<file path="src/hdl/argb_pkg.sv">
// ----------------------------------------------------------------------------
// argb_pkg
// shared types, register indexes and channel arithmetic for the argb over
// compositor
// ----------------------------------------------------------------------------
package argb_pkg;

  localparam int unsigned CHAN_W = 8;
  localparam int unsigned PIX_W = 32;
  localparam int unsigned NUM_CHAN = PIX_W / CHAN_W;
  localparam int unsigned CFG_DATA_W = 32;
  localparam int unsigned CFG_IDX_W = 3;

  localparam logic [CHAN_W-1:0] CHAN_MAX = 8'hff;
  localparam logic [2*CHAN_W-1:0] ROUND_BIAS = 16'h0080;

  // configuration register indexes
  typedef enum logic [CFG_IDX_W-1:0] {
    CFG_SRC_OPAQUE  = 3'd0,
    CFG_DST_OPAQUE  = 3'd1,
    CFG_USE_MASK    = 3'd2,
    CFG_USE_SOLID   = 3'd3,
    CFG_SOLID_COLOR = 3'd4
  } cfg_idx_t;

  // per-item control that travels down the pipeline
  typedef struct packed {
    logic copy;
    logic use_mask;
    logic last;
  } ctl_t;

  // a * b / 255 with rounding: t = a*b + 0x80, ((t >> 8) + t) >> 8
  function automatic logic [CHAN_W-1:0] mul8(input logic [CHAN_W-1:0] a,
                                             input logic [CHAN_W-1:0] b);
    logic [2*CHAN_W-1:0] t;
    logic [2*CHAN_W:0]   u;
    t = (2*CHAN_W)'(a) * (2*CHAN_W)'(b) + ROUND_BIAS;
    u = {1'b0, t} + {{(CHAN_W+1){1'b0}}, t[2*CHAN_W-1:CHAN_W]};
    return u[2*CHAN_W-1:CHAN_W];
  endfunction

  // add with clamp at 255
  function automatic logic [CHAN_W-1:0] addsat8(input logic [CHAN_W-1:0] a,
                                                input logic [CHAN_W-1:0] b);
    logic [CHAN_W:0] t;
    t = {1'b0, a} + {1'b0, b};
    return t[CHAN_W] ? CHAN_MAX : t[CHAN_W-1:0];
  endfunction

endpackage

</file>
<file path="src/hdl/argb_over_compositor_unit.sv">
// ----------------------------------------------------------------------------
// argb_over_compositor_unit
// porter-duff over of a premultiplied argb8888 source onto a destination
// ----------------------------------------------------------------------------
// usage:
//   - input channel in_valid/in_ready carries one item: src_pixel, dst_pixel,
//     mask_alpha and row_end; output channel out_valid/out_ready returns one
//     item per input item: result_pixel and last_out (row_end passed along)
//   - cfg_we/cfg_index/cfg_data write the mode bits and the solid color;
//     writes are registered, no read-back, indexes past the solid color
//     are dropped; write only while no item is in flight
//   - four register stages: source select, mask scale, destination scale,
//     saturating add into the output register; each accepted item passes
//     through them in that order, and out_valid rises once it reaches the
//     output register
//   - throughput is one item per clock while out_ready is high; each stage
//     holds one item and the 8x8 multiplies set the stage depth
//   - when out_ready is low, stages fill up behind the output register and
//     in_ready drops only once every stage holds an item; no item is lost
//     or repeated
//   - rst (synchronous) empties the pipeline and clears the configuration registers to 0
// ----------------------------------------------------------------------------
module argb_over_compositor_unit (
  input  logic                              clk,
  input  logic                              rst,
  // configuration
  input  logic                              cfg_we,
  input  logic [argb_pkg::CFG_IDX_W-1:0]    cfg_index,
  input  logic [argb_pkg::CFG_DATA_W-1:0]   cfg_data,
  // input items
  input  logic                              in_valid,
  output logic                              in_ready,
  input  logic [argb_pkg::PIX_W-1:0]        src_pixel,
  input  logic [argb_pkg::PIX_W-1:0]        dst_pixel,
  input  logic [argb_pkg::CHAN_W-1:0]       mask_alpha,
  input  logic                              row_end,
  // result items
  output logic                              out_valid,
  input  logic                              out_ready,
  output logic [argb_pkg::PIX_W-1:0]        result_pixel,
  output logic                              last_out
);

  localparam int unsigned CW = argb_pkg::CHAN_W;
  localparam int unsigned PW = argb_pkg::PIX_W;
  localparam int unsigned NC = argb_pkg::NUM_CHAN;

  // configuration registers
  logic          src_opaque;
  logic          dst_opaque;
  logic          use_mask;
  logic          use_solid;
  logic [PW-1:0] solid_color;

  always_ff @(posedge clk) begin
    if (rst) begin
      src_opaque  <= 1'b0;
      dst_opaque  <= 1'b0;
      use_mask    <= 1'b0;
      use_solid   <= 1'b0;
      solid_color <= '0;
    end else if (cfg_we) begin
      case (cfg_index)
        argb_pkg::CFG_SRC_OPAQUE:  src_opaque  <= cfg_data[0];
        argb_pkg::CFG_DST_OPAQUE:  dst_opaque  <= cfg_data[0];
        argb_pkg::CFG_USE_MASK:    use_mask    <= cfg_data[0];
        argb_pkg::CFG_USE_SOLID:   use_solid   <= cfg_data[0];
        argb_pkg::CFG_SOLID_COLOR: solid_color <= cfg_data[PW-1:0];
        default: ;
      endcase
    end
  end

  // stage valid bits and per-stage ready; a stage moves when the next one
  // is empty or moving itself
  logic v1, v2, v3, v4;
  logic rdy1, rdy2, rdy3, rdy4;

  assign rdy4     = !v4 || out_ready;
  assign rdy3     = !v3 || rdy4;
  assign rdy2     = !v2 || rdy3;
  assign rdy1     = !v1 || rdy2;
  assign in_ready = rdy1;

  always_ff @(posedge clk) begin
    if (rst) begin
      v1 <= 1'b0;
      v2 <= 1'b0;
      v3 <= 1'b0;
      v4 <= 1'b0;
    end else begin
      if (rdy1) v1 <= in_valid;
      if (rdy2) v2 <= v1;
      if (rdy3) v3 <= v2;
      if (rdy4) v4 <= v3;
    end
  end

  // ---------------------------------------------------------------------
  // stage 1: pick the source, force alpha for an opaque pixel source,
  // flag the verbatim copy case
  // ---------------------------------------------------------------------
  argb_pkg::ctl_t  s1_ctl, s1_ctl_next;
  logic [PW-1:0]   s1_src, s1_src_next;
  logic [PW-1:0]   s1_dst;
  logic [CW-1:0]   s1_mask;

  always_comb begin
    s1_ctl_next.copy     = !use_solid && src_opaque && dst_opaque && !use_mask;
    s1_ctl_next.use_mask = use_mask;
    s1_ctl_next.last     = row_end;
    s1_src_next          = use_solid ? solid_color : src_pixel;
    // copy case keeps the top byte as received
    if (!use_solid && src_opaque && !s1_ctl_next.copy) begin
      s1_src_next[PW-1 -: CW] = argb_pkg::CHAN_MAX;
    end
  end

  always_ff @(posedge clk) begin
    if (rdy1 && in_valid) begin
      s1_ctl  <= s1_ctl_next;
      s1_src  <= s1_src_next;
      s1_dst  <= dst_pixel;
      s1_mask <= mask_alpha;
    end
  end

  // ---------------------------------------------------------------------
  // stage 2: if use_mask, scale all four source channels by the mask coverage
  // ---------------------------------------------------------------------
  argb_pkg::ctl_t  s2_ctl;
  logic [PW-1:0]   s2_src, s2_src_next;
  logic [PW-1:0]   s2_dst;

  always_comb begin
    s2_src_next = s1_src;
    if (s1_ctl.use_mask) begin
      for (int k = 0; k < NC; k++) begin
        s2_src_next[CW*k +: CW] = argb_pkg::mul8(s1_src[CW*k +: CW], s1_mask);
      end
    end
  end

  always_ff @(posedge clk) begin
    if (rdy2 && v1) begin
      s2_ctl <= s1_ctl;
      s2_src <= s2_src_next;
      s2_dst <= s1_dst;
    end
  end

  // ---------------------------------------------------------------------
  // stage 3: destination times inverse source alpha
  // ---------------------------------------------------------------------
  argb_pkg::ctl_t  s3_ctl;
  logic [PW-1:0]   s3_src;
  logic [PW-1:0]   s3_dmul, s3_dmul_next;
  logic [CW-1:0]   inv_alpha;

  always_comb begin
    inv_alpha = argb_pkg::CHAN_MAX - s2_src[PW-1 -: CW];
    for (int k = 0; k < NC; k++) begin
      s3_dmul_next[CW*k +: CW] = argb_pkg::mul8(s2_dst[CW*k +: CW], inv_alpha);
    end
  end

  always_ff @(posedge clk) begin
    if (rdy3 && v2) begin
      s3_ctl  <= s2_ctl;
      s3_src  <= s2_src;
      s3_dmul <= s3_dmul_next;
    end
  end

  // ---------------------------------------------------------------------
  // stage 4: saturating add, or the copy case source as is, into the output register
  // ---------------------------------------------------------------------
  logic [PW-1:0] s4_pixel, s4_pixel_next;
  logic          s4_last;

  always_comb begin
    for (int k = 0; k < NC; k++) begin
      s4_pixel_next[CW*k +: CW] = argb_pkg::addsat8(s3_src[CW*k +: CW],
                                                    s3_dmul[CW*k +: CW]);
    end
    if (s3_ctl.copy) begin
      s4_pixel_next = s3_src;
    end
  end

  always_ff @(posedge clk) begin
    if (rdy4 && v3) begin
      s4_pixel <= s4_pixel_next;
      s4_last  <= s3_ctl.last;
    end
  end

  assign out_valid    = v4;
  assign result_pixel = s4_pixel;
  assign last_out     = s4_last;

endmodule

</file>
<file path="config.mk">
export PLATFORM = sky130hd
export DESIGN_NAME = argb_over_compositor_unit
export DESIGN_NICKNAME = d
export VERILOG_FILES = /design/src/hdl/argb_pkg.sv /design/src/hdl/argb_over_compositor_unit.sv
export SDC_FILE = /design/constraint.sdc
export NUM_CORES = 2
export LEC_CHECK = 0
export ABC_AREA = 0
export BUFFER_PORTS_ARGS = -buffer_cell sky130_fd_sc_hd__buf_2
export CORE_AREA = 2 2 198 298
export DETAILED_ROUTE_END_ITERATION = 16
export DIE_AREA = 0 0 200 300
export PLACE_DENSITY = 0.81
export SLEW_MARGIN = 20
export SYNTH_ARGS = -nofsm -noshare
export SYNTH_HDL_FRONTEND = slang
export SYNTH_SLANG_ARGS = --single-unit
</file>
<file path="constraint.sdc">
create_clock -name clk -period 23.4 [get_ports clk]
set_input_delay 7.02 -clock clk [delete_from_list [all_inputs] [get_ports clk]]
set_output_delay 7.02 -clock clk [all_outputs]
set_load 0.02 [all_outputs]
</file>
==> results.toml <==
[synth]
synth-compound-area-share_pct = 9.43
synthAdderAreaFrac_pct = 35.0
synth_cells = 3187
synth_seq_cells = 280
ys_top_cells_by_area = "edfxtp_1 23%, fa_1 19%, ha_1 16%"
ys_types = 86
yosysTopAreaCell = "edfxtp_1"
yosysSeqAreaShare_pct = 25.6
synth.cell_area_sq_um = 31300
synth_xor_area_share_pct = 3.88
synth_top_family_by_area = "adder cells"
synthArstFlopShare_pct = 0
avgSynthCellArea_sq_um = 9.83
synth_warnings = 0
synth_nets = 3992
ys.flop_type = "edfxtp_1"
synth_edf_count = 240
yosysTopAreaCellShare_pct = 23.0
synthSimpleGateAreaFrac_pct = 17.3
synthMuxAreaShare_pct = 1.73

[critical_path]
cpMostUsedCell = "buf_2"
cp-start-kind = "input port"
worstSetupEndpointType = "output pin"
critPathTopFamily = "simple AND/OR/NAND/NOR gates"
critical-path-max-stage-delay_ns = 0.45
rrSetupSlack_ns = 16.50
crit_type = "input port to output pin"
critical_path.max_fanout = 5
cp.buffers_inverters = 2
crit_arrival_ns = 8.25
cp.required_ns = 16.38
cp_cell_sequence = "buf_2 -> nor2b_1 -> and3_1 -> nand2_1 -> buf_2"
crit_slowest_cell = "nor2b_1"

[place]
place.gp.congestion = 0.872
place_inst = 4048
port_buffers = 147
hpwl_microns = 50900

[timing]
rsz0062_at_grt = "no"
finalClockSkew_ns = 0.0411
setup_violations = 0
slew_viol_final = 0
period_needed_ns = 15.27
period_share_pct = 65.3
tns_ns = 0
hold_viol = 0
fmax_mhz = 65.5
relSlewSlack_pct = 31.5
worst_pin_slew_ns = 1.03

[cts]
clk_latency_ns = 0.60
cts_tree = "done"
cts_buffer_depth = 3
root_buffer = "clkbuf_16"
cts_setup_buffers = 0
cts_buffers = 30
cts-resized-gates = 0
h-tree-depth = 1
clk_pin_slew_ns = 0.06
hold_buffers = 0
cts_sinks = 280

[route]
via_count = 22500
ant_nets = 0
wl_per_cell_microns = 16.2
wl_microns = 66400
drc = 0
via_per_inst = 5.48
first_pass_iters = 5
drt_iter0_drc = 1035

[cells_and_area]
nets = 4116
stdcell_count = 4103
areaGrowthSynthToFinish_pct = 8.28
final_util_pct = 59.1
drive_above_1_share_pct = 8.73
layout_common_cells = "518 x inv_1, 392 x ha_1, 300 x fa_1"
final_common_cell = "inv_1"
num_antenna_cells = 0

[floorplan]
die_area_sq_um = 60000
fp.dieW_microns = 200
io_pins = 148
core_sq_um = 57400
die_y_microns = 300
fp-row-count = 108
initial_core_util_pct = 54.5

[run]
drv_cap = 0

[outcome]
status = "finished, final reports clean"

[global_routing]
grt.overflow.total = 0
grt_max_degree = 76
grt_usage_pct = 22.9
antenna_found_initial = 1
grt_pass1_wl_microns = 111000
grt_pass1_vias = 23500

[hold_path]
hold_class = "flip-flop to flip-flop"
[cell families (layout without fill, tap and decap cells)]
| group | count (synthesis) | count (layout) |
|---|---|---|
| AND/OR/NAND/NOR | 986 | 986 |
| multiplexers | 50 | 50 |
| AO/OA/AOI/OAI | 440 | 440 |
| XOR/XNOR | 138 | 138 |
| adder cells (fa/ha/maj) | 697 | 697 |
| flip-flops | 280 | 280 |
| buffers and inverters | 596 | 742 |
[cell usage after synthesis (all sizes together), types with 5 or more instances]
library cell,instances
nand3,43
fa,300
a31oi,30
and2,187
and4,7
nor2b,236
maj3,5
dfxtp,40
nand4,8
nor4,12
or3,20
edfxtp,240
nor2,92
or4,5
a21oi,150
a22oi,6
a2111oi,7
o21ai,69
a221oi,7
a21o,45
o21a,23
ha,392
nor3,36
nand3b,7
xnor2,87
o31ai,8
a21boi,7
mux2i,18
o211ai,14
and3,21
nand2b,71
a211oi,17
xor2,51
nor3b,11
inv,519
nand2,218
clkbuf,74
mux2,32
a211o,16
o21bai,12
[routing by layer]
layer	wire, microns	track usage [%]	up-vias
met4	2270	8.27	2
met5	13	0	-
li1	-	-	10800
met3	2790	2.39	146
met1	25700	26.6	11000
met2	35500	43.0	504
[layout make-up]
class / count / area [sq um]
sequential: 280 / 8010
inverter: 519 / 1950
timing repair buffer: 169 / 925
clock inverter: 14 / 105
multi-input combinational: 2311 / 21100
clock buffer: 40 / 851
tap: 770 / 963
fill: 4806 / 23500
[through the flow]
stage / hold slack [ns] / worst slack, ns / area, sq um
after CTS: 0.397 / 8.13 / 33900
after detailed placement: 0.405 / 8.13 / 32900
final: 0.394 / 8.13 / 33900
after floorplan: 0.400 / 8.77 / 31300
after global routing: 0.408 / 8.06 / 33900
after global placement: 0.401 / 8.17 / 32900
[final timing paths]
check,end,depth (start not counted),from
max reg2reg,s2_src[13]$_DFFE_PP_,21,s1_mask[6]$_DFFE_PP_
min reg2reg,s3_src[23]$_DFFE_PP_,0,s2_src[23]$_DFFE_PP_
max,in_ready,5,out_ready
min,s3_src[23]$_DFFE_PP_,0,s2_src[23]$_DFFE_PP_
[registers in the layout, indices dropped and copies added, names as in the netlist]
signal and flops:
v2 1, s1_mask 8, use_solid 1, result_pixel 32
s1_src 32, src_opaque 1, s2_ctl 2, s1_dst 32
s2_dst 32, use_mask 1, dst_opaque 1, solid_color 32
s3_dmul 32, s3_ctl 2, s3_src 32, out_valid 1
v1 1, s1_ctl 3, s2_src 32, last_out 1
v3 1
Power is left out: the tool's default activity adds up to more than one toggle a clock period on the data nets, which glitch-free logic cannot reach.
